===== src/design/circ_dq_pkg.sv =====
// shared constants, types and action codes for the circular deque
package circ_dq_pkg;

  localparam int DEPTH  = 64;
  localparam int IDX_W  = $clog2(DEPTH);
  localparam int CNT_W  = $clog2(DEPTH + 1);
  localparam int WORD_W = 32;
  localparam int ACT_W  = 3;

  typedef logic [IDX_W-1:0] idx_t;
  typedef logic [CNT_W-1:0] cnt_t;
  typedef logic signed [WORD_W-1:0] word_t;

  typedef enum logic [ACT_W-1:0] {
    ACT_PUSH_FRONT = 3'd0,
    ACT_PUSH_BACK  = 3'd1,
    ACT_POP_FRONT  = 3'd2,
    ACT_POP_BACK   = 3'd3,
    ACT_READ_FRONT = 3'd4,
    ACT_READ_REAR  = 3'd5
  } action_t;

  localparam cnt_t CAP_RESET = cnt_t'(DEPTH);

  typedef struct packed {
    logic  wr_en;
    logic  rd_en;
    idx_t  addr;
    word_t wdata;
  } mem_op_t;

  typedef struct packed {
    logic ok;
    logic is_empty;
    logic is_full;
    logic use_mem;
    logic neg_one;
  } rsp_ctl_t;

endpackage


===== src/design/circ_dq_ram.sv =====
// ring store: one write or one registered read per cycle
module circ_dq_ram
  import circ_dq_pkg::*;
(
  input  logic    clk,
  input  mem_op_t op,
  output word_t   rd_data
);

  word_t mem [DEPTH];

  always_ff @(posedge clk) begin
    if (op.wr_en) begin
      mem[op.addr] <= op.wdata;
    end
    if (op.rd_en) begin
      rd_data <= mem[op.addr];
    end
  end

endmodule


===== config.mk =====
export PLATFORM = sky130hd
export DESIGN_NAME = circ_dq_ram
export DESIGN_NICKNAME = d
export VERILOG_FILES = /design/src/design/circ_dq_pkg.sv /design/src/design/circ_dq_ram.sv
export SDC_FILE = /design/constraint.sdc
export NUM_CORES = 2
export LEC_CHECK = 0
export CAP_MARGIN = 25
export CORE_ASPECT_RATIO = 1.5
export CORE_UTILIZATION = 36
export DETAILED_ROUTE_END_ITERATION = 6
export DONT_BUFFER_PORTS = 1
export HOLD_SLACK_MARGIN = 0.08
export PLACE_DENSITY_LB_ADDON = 0.12
export SLEW_MARGIN = 10
export SYNTH_ARGS = -nofsm -noshare
export SYNTH_HDL_FRONTEND = slang
export SYNTH_SLANG_ARGS = --single-unit

===== constraint.sdc =====
create_clock -name clk -period 9.9 [get_ports clk]
set_input_delay 1.485 -clock clk [delete_from_list [all_inputs] [get_ports clk]]
set_output_delay 1.485 -clock clk [all_outputs]
set_load 0.02 [all_outputs]

# ---- Word level (Yosys, flattened, before mapping)
# Memories as Yosys holds them, arrays and structs flattened. A register that Yosys moved wholly into a read port is not among the register bits.
# Cells that the tools add are included.
dict set report totals {
  mem_bits_rw 2048
  memories 1
  register_bits 0
  input_bits 41
  output_inout_bits 32
  word_cells 3
}
# memory depth word_bits read_ports rd_clocked_by_memory_dff write_ports line
set memory_table {}
lappend memory_table {mem 64 32 1 1 1 circ_dq_ram.sv:10} ;# word_t mem [DEPTH];
dict set report classes {
  mux 2
}
# op count
set op_table {}
lappend op_table {{2-to-1 mux 1 bit} 2}

# ---- Depth between registers and ports, before layout
dict set report depth {
  word_depth 2
  depth_mapped 13
  ltp_nobuf 6
}

# ---- Worst setup path after synthesis
# No wires, ideal clock.
dict set report synth_path {
  path_type {input port to flip-flop}
  start {input port op[34] in the netlist's numbering}
  end {memory mem[15][0] in the netlist's numbering, enable pin}
  required_time_ns 9.479
  cell_stages 8
  path_buffers 6
  setup_slack_ns 5.176
  t_arrival_ns 4.303
  setup_time_ns 0.421
  path_cell_list {buf_2 buf_2 buf_2 buf_2 buf_2 buf_2 nand3_1 nor2_1}
}
# item line
set synth_lines {}
lappend synth_lines {{start: declaration} circ_dq_ram.sv:6} ;# input mem_op_t op,
lappend synth_lines {{end: declaration} circ_dq_ram.sv:10}
# No word-level cell before the write port.

==> out/summary.md <==
## Clock tree
• Post CTS Setup Buffer Count: 0
• hold_buf cts: 0
• TritonCTS sink count: 2080
• number of cells upsized or downsized after cts: 0
• htree depth: 4
• TritonCTS buffer count: 207
• clock tree root driver cell: sky130_fd_sc_hd__clkbuf_16
• clock transition at the registers of the reported paths: 0.06 ns
• clock latency reported for the late side of the worst-skew pair: 0.87 ns
• Clock Path Buffers: 4
• TritonCTS clock tree: built

## Yosys
• Cell Area, Synth: 0.0792 sq mm
• Syn Nets: 4280
• number of synthesized register bits: 2080
• synthesis warning total: 0
• cells after synthesis: 4239
• leading area contributor after synthesis: sky130_fd_sc_hd__edfxtp_1
• share of synthesized flip-flops with an asynchronous set or reset: 0%
• sequential area share after synthesis: 78.8%
• Cell variety after synth: 55
• flip-flop cell with the highest count after synthesis: sky130_fd_sc_hd__edfxtp_1
• average footprint of a synthesized cell: 18.7 sq um
• top cells by area in the synthesized netlist: sky130_fd_sc_hd__edfxtp_1 (79%), sky130_fd_sc_hd__mux2i_1 (3.3%), sky130_fd_sc_hd__mux4_2 (2.7%)
• Yosys top cell area share: 78.8%
• number of enable flip-flop cells after synthesis: 2080

## Floorplanning
• Die ar.: 0.222 sq mm
• core box area: 0.218 sq mm
• Chip Width: 385 microns
• Initial Utilization: 36.3%
• DIE HEIGHT: 577 microns
• top-level port count: 73
• standard-cell row count: 210

## Detailed routing
• Met2 Wirelength: 125000 microns
• Detailed Route Iter0 Violations: 3619
• via count normalized by instance count: 5.68
• Max Used Layer: met4
• post-detailed-route wirelength per cell: 33.5 microns
• total DRC errors in the routed layout: 0
• length of the first detailed-routing pass in iterations: 5
• routed via count: 41400
• amount of wire on met3 after detailed routing: 10900 microns
• routed length on met1: 96900 microns
• Final ANT Viol Nets: 0
• wire length after detailed routing: 244000 microns

## STA
• remaining max-slew budget at the tightest pin: 2.24%
• setup repair after global routing missed its margin: false
• number of max-slew violations in the final report: 0
• slew at the pin closest to its max-slew limit: 1.47 ns
• Worst Clk Skew: 0.0328 ns
• Tmin final: 4.76 ns
• Total Neg Setup Slack: 0 ns
• minimum setup slack in the final design: 5.14 ns
• Final Setup Violations: 0
• Max Fclk: 210 MHz
• minimum hold slack: 0.718 ns
• Final Hold Viols: 0
• post-route clock period utilization: 48.1%

## Global route
• overall track demand over capacity in global routing: 21.7%
• vias in the first global route: 42100
• first-pass GRT wire length: 339000 microns
• pin count of the biggest net entering global routing: 435
• initial antenna violation count: 5
• GR Overflow Total: 0

## Critical path
• Worst setup SP type: input port
• end point of the critical path: rd_data[10]$_DFFE_PP_
• maximum net fanout on the critical path: 319
• endpoint of the worst-slack reg-to-reg timing path: rd_data[15]$_DFFE_PP_
• Crit Reg-Reg Startpoint: mem[28][15]$_DFFE_PP_
• Worst Setup End Kind: flop
• Setup Crit Path Kind: in2reg
• worst setup path startpoint: op[33]
• Worst EP arrival: 5.32 ns
• depth of the most critical reg-to-reg path: 5
• worst reg2reg setup slack: 6.83 ns
• Req. time, crit path: 10.46 ns

## Worst hold path
• number of cells traversed by the worst hold path: 0
• worst hold start: op[31]
• path type of the worst min-delay path: in2reg

## Cells and area
• number of nets at the end of the flow: 4306
• fraction of layout instances using a drive strength above 1: 16.2%
• Syn-to-layout area delta: 12.7%
• cell area after layout: 0.0893 sq mm

## Outcome
• outcome: finished clean

## Placement
• cell area reported after detailed placement: 0.0830 sq mm
• worst slack at placement: 4.94 ns
• HPWL Detailed: 138000 microns
• number of buffer cells added on primary ports: 0
• Final GP Congestion: 0.817

## Flow run
• count of max-cap constraint violations: 0

## Power and ir drop
• total power divided by cell area: 202 mW/mm^2
• Lkg Pwr: 0.0280 uW
• IR drop worst, VDD: 130 uV

[registers in the layout, summed over array words and instances, names as in the netlist]
| register | cells |
|---|---|
| mem | 2048 |
| rd_data | 32 |
[critical path: stages]
cell	delay [ns]
sky130_fd_sc_hd__and2_2	0.63
sky130_fd_sc_hd__buf_4	0.28
sky130_fd_sc_hd__buf_4	0.34
sky130_fd_sc_hd__and3_1	0.24
sky130_fd_sc_hd__nor4_1	0.48
sky130_fd_sc_hd__a31oi_1	0.27
sky130_fd_sc_hd__a2111oi_0	0.72
sky130_fd_sc_hd__nand3_1	0.22
[kinds of logic after synthesis]
| family | after synthesis | synth area share (%) |
|---|---|---|
| buffers and inverters | 300 | 1.68 |
| AND/OR/NAND/NOR | 424 | 2.79 |
| multiplexers | 502 | 8.09 |
| AO/OA/AOI/OAI | 933 | 8.63 |
| flip-flops | 2080 | 78.8 |
[routing by layer]
layer  vias up  global-route usage (%)
met1     22200                    26.8
met5         -                       0
met3       380                    3.21
li1      17700                       -
met2      1117                    37.9
met4         0                    8.88
[layout make-up]
cell class	instances	area (sq um)
Antenna cell	2	5.00
Clock buffer	249	5420
Clock inverter	115	860
Fill cell	19300	129000
Inverter	2	15.0
Multi-Input combinational cell	1859	16000
Sequential cell	2080	62500
Tap cell	2862	3580
Timing Repair Buffer	115	913
[cells in the mapped netlist (3+ instances only)]
cell type,instances
sky130_fd_sc_hd__a22o_1,66
sky130_fd_sc_hd__buf_2,83
sky130_fd_sc_hd__o221ai_1,6
sky130_fd_sc_hd__nor2b_1,8
sky130_fd_sc_hd__buf_4,8
sky130_fd_sc_hd__or4b_1,14
sky130_fd_sc_hd__a21oi_1,121
sky130_fd_sc_hd__clkbuf_1,168
sky130_fd_sc_hd__nor4_1,14
sky130_fd_sc_hd__or3_1,4
sky130_fd_sc_hd__mux2_2,147
sky130_fd_sc_hd__nand3_1,54
sky130_fd_sc_hd__nand4_1,3
sky130_fd_sc_hd__edfxtp_1,2080
sky130_fd_sc_hd__a221oi_1,175
sky130_fd_sc_hd__a222oi_1,16
sky130_fd_sc_hd__a221o_1,15
sky130_fd_sc_hd__or4_1,15
sky130_fd_sc_hd__o22ai_1,93
sky130_fd_sc_hd__buf_12,3
sky130_fd_sc_hd__a31oi_1,43
sky130_fd_sc_hd__a211oi_1,17
sky130_fd_sc_hd__a2111oi_0,15
sky130_fd_sc_hd__o22a_1,70
sky130_fd_sc_hd__and3_1,85
sky130_fd_sc_hd__nand2b_1,18
sky130_fd_sc_hd__a22oi_1,188
sky130_fd_sc_hd__nor3_1,22
sky130_fd_sc_hd__mux4_2,96
sky130_fd_sc_hd__and2_1,5
sky130_fd_sc_hd__nor2_1,145
sky130_fd_sc_hd__mux2i_1,259
sky130_fd_sc_hd__nand2_1,28
sky130_fd_sc_hd__o2bb2ai_1,15
sky130_fd_sc_hd__buf_1,33
sky130_fd_sc_hd__o21ai_0,84
[stage by stage]
stage               total power [uW]  utilization (%)  cells
detailed placement             10700             38.0   6918
CTS                            18200             40.9   7282
global placement               10700             38.0   6915
floorplan                      10500                -   4239
finish                         18000             40.9   7284
global route                   18500             40.9   7283
[cells in the final DEF, fill, tap and decap left out, drive strengths merged, types with 6 or more instances in the layout]
cell      instances
nand2            28
a22oi           188
nor3             22
nor4             14
mux2i           259
a2111oi          15
nand3            54
clkinv           94
mux2            147
buf             115
o21ai            85
a221o            15
mux4             96
and3             85
o22a             70
nor2            145
clkinvlp          6
a222oi           16
or4              15
a21oi           121
nor2b             8
edfxtp         2080
a211oi           17
a22o             66
a31oi            43
or4b             14
bufinv           13
a221oi          175
clkbuf          249
o2bb2ai          15
nand2b           18
o22ai            93
o221ai            6
[worst min-delay path by stage]
stage | end
floorplan | rd_data[11]$_DFFE_PP_
global placement | rd_data[0]$_DFFE_PP_
detailed placement | rd_data[12]$_DFFE_PP_
CTS | mem[45][22]$_DFFE_PP_
global route | mem[43][22]$_DFFE_PP_
finish | mem[59][31]$_DFFE_PP_
[where the power goes]
group / switching [uW] / internal, uW
Sequential: 56.4 / 9770
Clock: 3340 / 4210
Combinational: 405 / 248
Power figures use the tool's default switching activity.
