$ cat src/design/circ_dq_pkg.sv
// shared constants, types and action codes for the circular deque
package circ_dq_pkg;

  localparam int DEPTH  = 64;
  localparam int IDX_W  = $clog2(DEPTH);
  localparam int CNT_W  = $clog2(DEPTH + 1);
  localparam int WORD_W = 32;
  localparam int ACT_W  = 3;

  typedef logic [IDX_W-1:0] idx_t;
  typedef logic [CNT_W-1:0] cnt_t;
  typedef logic signed [WORD_W-1:0] word_t;

  typedef enum logic [ACT_W-1:0] {
    ACT_PUSH_FRONT = 3'd0,
    ACT_PUSH_BACK  = 3'd1,
    ACT_POP_FRONT  = 3'd2,
    ACT_POP_BACK   = 3'd3,
    ACT_READ_FRONT = 3'd4,
    ACT_READ_REAR  = 3'd5
  } action_t;

  localparam cnt_t CAP_RESET = cnt_t'(DEPTH);

  typedef struct packed {
    logic  wr_en;
    logic  rd_en;
    idx_t  addr;
    word_t wdata;
  } mem_op_t;

  typedef struct packed {
    logic ok;
    logic is_empty;
    logic is_full;
    logic use_mem;
    logic neg_one;
  } rsp_ctl_t;

endpackage

$ cat src/design/circ_dq_ctrl.sv
// index, count and capacity state with per-request decode
module circ_dq_ctrl
  import circ_dq_pkg::*;
(
  input  logic               clk,
  input  logic               rst,
  input  logic               cfg_wr_en,
  input  logic [CNT_W-1:0]   cfg_wr_data,
  input  logic               accept,
  input  logic [ACT_W-1:0]   action,
  input  word_t              value,
  output mem_op_t            op,
  output rsp_ctl_t           ctl
);

  idx_t front, front_next;
  idx_t back, back_next;
  cnt_t count, count_next;
  cnt_t cap;
  cnt_t cap_clamped;

  logic empty, full;
  idx_t front_prev, front_succ, back_prev, back_succ;
  idx_t cap_last;

  always_comb begin
    if (cfg_wr_data == '0) begin
      cap_clamped = cnt_t'(1);
    end else if (cfg_wr_data > CAP_RESET) begin
      cap_clamped = CAP_RESET;
    end else begin
      cap_clamped = cfg_wr_data;
    end
  end

  assign empty    = (count == '0);
  assign full     = (count >= cap);
  assign cap_last = idx_t'(cap - cnt_t'(1));

  assign front_prev = (front == '0 || cnt_t'(front) >= cap) ? cap_last : front - idx_t'(1);
  assign back_prev  = (back == '0 || cnt_t'(back) >= cap) ? cap_last : back - idx_t'(1);
  assign front_succ = (cnt_t'(front) + cnt_t'(1) >= cap) ? '0 : front + idx_t'(1);
  assign back_succ  = (cnt_t'(back) + cnt_t'(1) >= cap) ? '0 : back + idx_t'(1);

  always_comb begin
    front_next  = front;
    back_next   = back;
    count_next  = count;
    op.wr_en    = 1'b0;
    op.rd_en    = 1'b0;
    op.addr     = front;
    op.wdata    = value;
    ctl.ok      = 1'b0;
    ctl.use_mem = 1'b0;
    ctl.neg_one = 1'b0;
    case (action)
      ACT_PUSH_FRONT: begin
        if (!full) begin
          front_next = front_prev;
          op.addr    = front_prev;
          op.wr_en   = accept;
          count_next = count + cnt_t'(1);
          ctl.ok     = 1'b1;
        end
      end
      ACT_PUSH_BACK: begin
        if (!full) begin
          back_next  = back_succ;
          op.addr    = back_succ;
          op.wr_en   = accept;
          count_next = count + cnt_t'(1);
          ctl.ok     = 1'b1;
        end
      end
      ACT_POP_FRONT: begin
        if (!empty) begin
          front_next = front_succ;
          count_next = count - cnt_t'(1);
          ctl.ok     = 1'b1;
        end
      end
      ACT_POP_BACK: begin
        if (!empty) begin
          back_next  = back_prev;
          count_next = count - cnt_t'(1);
          ctl.ok     = 1'b1;
        end
      end
      ACT_READ_FRONT: begin
        if (empty) begin
          ctl.neg_one = 1'b1;
        end else begin
          op.addr     = front;
          op.rd_en    = accept;
          ctl.use_mem = 1'b1;
          ctl.ok      = 1'b1;
        end
      end
      ACT_READ_REAR: begin
        if (empty) begin
          ctl.neg_one = 1'b1;
        end else begin
          op.addr     = back;
          op.rd_en    = accept;
          ctl.use_mem = 1'b1;
          ctl.ok      = 1'b1;
        end
      end
      default: begin
      end
    endcase
    ctl.is_empty = (count_next == '0);
    ctl.is_full  = (count_next >= cap);
  end

  always_ff @(posedge clk) begin
    if (rst) begin
      cap   <= CAP_RESET;
      front <= '0;
      back  <= idx_t'(CAP_RESET - cnt_t'(1));
      count <= '0;
    end else if (cfg_wr_en) begin
      cap   <= cap_clamped;
      front <= '0;
      back  <= idx_t'(cap_clamped - cnt_t'(1));
      count <= '0;
    end else if (accept) begin
      front <= front_next;
      back  <= back_next;
      count <= count_next;
    end
  end

endmodule

$ cat config.mk
export PLATFORM = sky130hd
export DESIGN_NAME = circ_dq_ctrl
export DESIGN_NICKNAME = d
export VERILOG_FILES = /design/src/design/circ_dq_pkg.sv /design/src/design/circ_dq_ctrl.sv
export SDC_FILE = /design/constraint.sdc
export NUM_CORES = 1
export LEC_CHECK = 0
export BUFFER_PORTS_ARGS = -buffer_cell sky130_fd_sc_hd__buf_4
export CORE_MARGIN = 5
export CORE_UTILIZATION = 45
export DETAILED_ROUTE_END_ITERATION = 8
export PLACE_DENSITY_LB_ADDON = 0.25
export SYNTH_ARGS = -nofsm -noshare
export SYNTH_HDL_FRONTEND = slang
export SYNTH_SLANG_ARGS = --single-unit
$ cat constraint.sdc
create_clock -name clk -period 5.11 [get_ports clk]
set_input_delay 1.022 -clock clk [delete_from_list [all_inputs] [get_ports clk]]
set_output_delay 1.022 -clock clk [all_outputs]
set_load 0.1 [all_outputs]
**Word-level counts from Yosys, hierarchy flattened**

Cells that the tools add are included.

- Bits in registers: 26
- Output and inout bits: 45
- Logic and storage cells: 76
- Input port bits: 46

- Add/subtract/negate cells: 10
- Reduce and logical (&&, ||, !) cells: 18
- $lt $le $gt $ge: 7
- Eq/ne operators: 8
- Muxes and demuxes: 29

Operators with widths:

| operator | count |
|---|---|
| $mux 6 | 11 |
| $mux 7 | 6 |
| $ge 7x7->1 | 4 |
| $pmux 6 s2 | 2 |
| $pmux 6 s4 | 1 |
| $sub 6x1->6 const B | 4 |
| $logic_not 7->1 | 3 |
| $add 6x1->7 const B | 2 |
| $ge 6x7->1 | 2 |
| $pmux 7 s2 | 1 |
| $add 6x1->6 const B | 2 |
| $logic_not 6->1 | 2 |
| $reduce_or 2->1 | 4 |
| $add 7x1->7 const B | 1 |
| $gt 7x7->1 const B | 1 |
| $sub 7x1->7 const B | 1 |
| $eq 3x2->1 const B | 2 |
| $eq 3x3->1 const B | 2 |
| $ne 3x3->1 const B | 2 |
| $mux 1 | 5 |
| $pmux 1 s2 | 2 |
| $reduce_and 4->1 | 1 |
| $reduce_bool 2->1 | 2 |
| $reduce_or 4->1 | 1 |
| 7 further kinds | 8 |

**Logic depth before layout (Yosys ltp)**

- Word-level depth: 7
- Mapped depth: 16
- Depth with buffers taken out: 15

**Worst setup path before layout**

Ideal clock, no wire load.

- Path type: input port to output port
- Start: input port action[2]
- End: output port ctl[3] in the netlist's numbering
- Slack: -0.162 ns
- Data arrival time: 4.250 ns
- Data required time: 4.088 ns
- Path buffers: 2
- Stages on the path: 7
- Cells stage by stage: clkbuf_1 -> or2_1 -> buf_1 -> or3_1 -> o311a_2 -> or4_4 -> nor4b_2

RTL lines:

| what | line | RTL |
|---|---|---|
| from (decl) | circ_dq_ctrl.sv:10 | `input logic [ACT_W-1:0] action,` |
| to (decl) | circ_dq_ctrl.sv:13 | `output rsp_ctl_t ctl` |

==> impl_metrics.tcl <==
set metrics [dict create \
    status "complete, no violations" \
    cts.clk_slew.worst_paths_ps 100 \
    vias_per_cell 6.19 \
    remaining_drc_errors 0 \
    pin_count 91 \
    synth_mux_area_frac 0.0450 \
    endpoint_kind "primary output" \
    clockBufferDepth 2 \
    place_inst 594 \
    stdcell_count 597 \
    core-area_sq_um 8220 \
    final_common_cell "ha_1" \
    dp_slack_ps 684 \
    synth_xor_area_frac 0.0437 \
    synth_edf_count 0 \
    h-tree-depth 1 \
    grt_pass1_vias 3490 \
    seq_area_frac_synth 0.137 \
    fin_ws_ps 377 \
    vias 3695 \
    ys.flop_type "dfxtp_1" \
    period_share 0.926 \
    async_reset_ff_frac 0 \
    ff_latch_area_sq_um 520 \
    synth_cell_types 66 \
    fin_crit_ps 4730 \
    cts_sinks 26 \
    final_max_slew_viol_count 0 \
    cts_hold_buf 0 \
    ant_nets 0 \
    startpoint_type "flop" \
    clock_latency_ps 290 \
    synth_top_family_by_area "compound AO/OA/AOI/OAI gates" \
    layout_common_cells "ha_1 (49), nor2_1 (45), buf_4 (39)" \
    drtIter0Drc 303 \
    gp_congestion 0.949 \
    max-cap-violations 0 \
    ir_drop_uv 94.0 \
    synth_compound_area_frac 0.262 \
    start_util 0.464 \
    postSynthAreaPerCell_sq_um 7.47 \
    cts-root-buf "clkbuf_8" \
    leakagePower_uw 0.00174 \
    grt_max_degree 25 \
    tightestPinTransition_ps 588 \
    whs_path_depth 2 \
    cts_tree "built" \
    synth_cells 510 \
    grt_pass1_wl_mm 18.2 \
    hold_viol 0 \
    insertedDiodeCount 0 \
    worstPathArrival_ps 3710 \
    required_ps 4090 \
    die_w_um 102 \
    ys_warn_count 0 \
    cp_max_fo 11 \
    grt_use_total 0.219 \
    syn_nets 605 \
    relSlewSlack 0.602 \
    finalClockSkew_ps 11.8 \
    antenna_found_initial 0 \
    die_area_sq_um 10400 \
    critPathKind "reg -> out" \
    worst_r2r_path_depth 11 \
    fillers 847 \
    numCtsBuffers 3 \
    firstDrtPassIters 5 \
    powerDensity_nw_per_um2 183 \
    netlist_area_sq_um 3810 \
    layout-drive-gt1-share 0.118 \
    synth-simple-area-share 0.226 \
    finalSetupViolCount 0 \
    dieHeight_um 102 \
    post_cts_resized 0 \
    multi_input_area_sq_um 2820 \
    area_growth_pct 2.66 \
    wl_mm 11.3 \
    post-dp-hpwl_mm 8.95 \
    hp-class "reg -> reg" \
    max_freq_mhz 211 \
    rsz0062_at_grt "no" \
    wire_per_inst_um 18.9 \
    synthAdderAreaFrac 0.161 \
    nets 589 \
    num_rows 33 \
    post_cts_buffers 0 \
    portBuffers 26 \
    grt-ovfl-total 0 \
    ys_ff_latch 26 \
    tns_ps 0 \
]
[worst paths after layout]
path         slack [ps]  startpoint       to
max                 380    count[2]   ctl[2]
min                 570      cap[2]   cap[2]
max reg2reg        1980     back[3]  back[2]
min reg2reg         570      cap[2]   cap[2]
[where the power goes]
group	leakage [uW]	internal, uW	switching [uW]	total, uW
Sequential	0.000212	210	13.9	224
Combinational	0.00151	129	236	365
Clock	0.0000216	53.2	72.6	126
Total	0.00174	392	323	715
[through the flow]
step           hold slack (ps)  power [uW]  cell area, sq um  utilization
6_report                   572         715              3910        0.476
5_1_grt                    595         756              3910        0.476
4_1_cts                    574         713              3910        0.476
3_5_place_dp               557         589              3870        0.471
3_3_place_gp               550         584              3870        0.471
2_1_floorplan              493         616              3820            -
[synthesized netlist by cell type, drive strengths merged, types with 13 or more instances]
master	n	share of area
nand2	33	0.033
xnor2	13	0.030
mux2i	16	0.042
dfxtp	26	0.14
ha	49	0.16
a21o	16	0.032
nor2	46	0.047
o21ai	26	0.035
nand3	19	0.025
buf	38	0.074
nor3	15	0.020
inv	27	0.027
a21oi	28	0.037
clkbuf	22	0.025
[routing by layer]
layer / global-route usage / vias to the layer above / share of wire
met2: 0.356 / 181 / 0.45
met3: 0.0396 / 24 / 0.082
met4: 0.0494 / 0 / 0.020
li1: - / 1797 / -
met5: 0 / - / 0
met1: 0.302 / 1693 / 0.45
[worst max-delay path, stage by stage, from the launching register on]
cell      delay [ps]
dfxtp_1          550
ha_1             320
a21o_1           160
a31oi_1          240
o211ai_1         290
or3_1            420
o311a_2          150
ha_1             280
a21o_1           150
a21o_1           160
a21oi_1          140
nor2b_1           60
o21ai_0          190
a21oi_2           70
buf_4            230
[logic make-up after synthesis]
family                   count (synthesis)
multiplexers                            17
flip-flops                              26
adder cells (fa/ha/maj)                 49
buffers and inverters                   87
XOR/XNOR                                19
AND/OR/NAND/NOR                        168
AO/OA/AOI/OAI                          144
[cell type report]
cell class / count / area share
Inverter: 27 / 0.0259
Tap cell: 105 / 0.0336
Multi-Input combinational cell: 397 / 0.722
Sequential cell: 26 / 0.133
Clock buffer: 3 / 0.0106
Timing Repair Buffer: 39 / 0.0749
[state kept, by name, summed over array words and instances (netlist names)]
| signal | count |
|---|---|
| back | 6 |
| count | 7 |
| cap | 7 |
| front | 6 |
No activity file was read; power rests on OpenSTA's default activity.
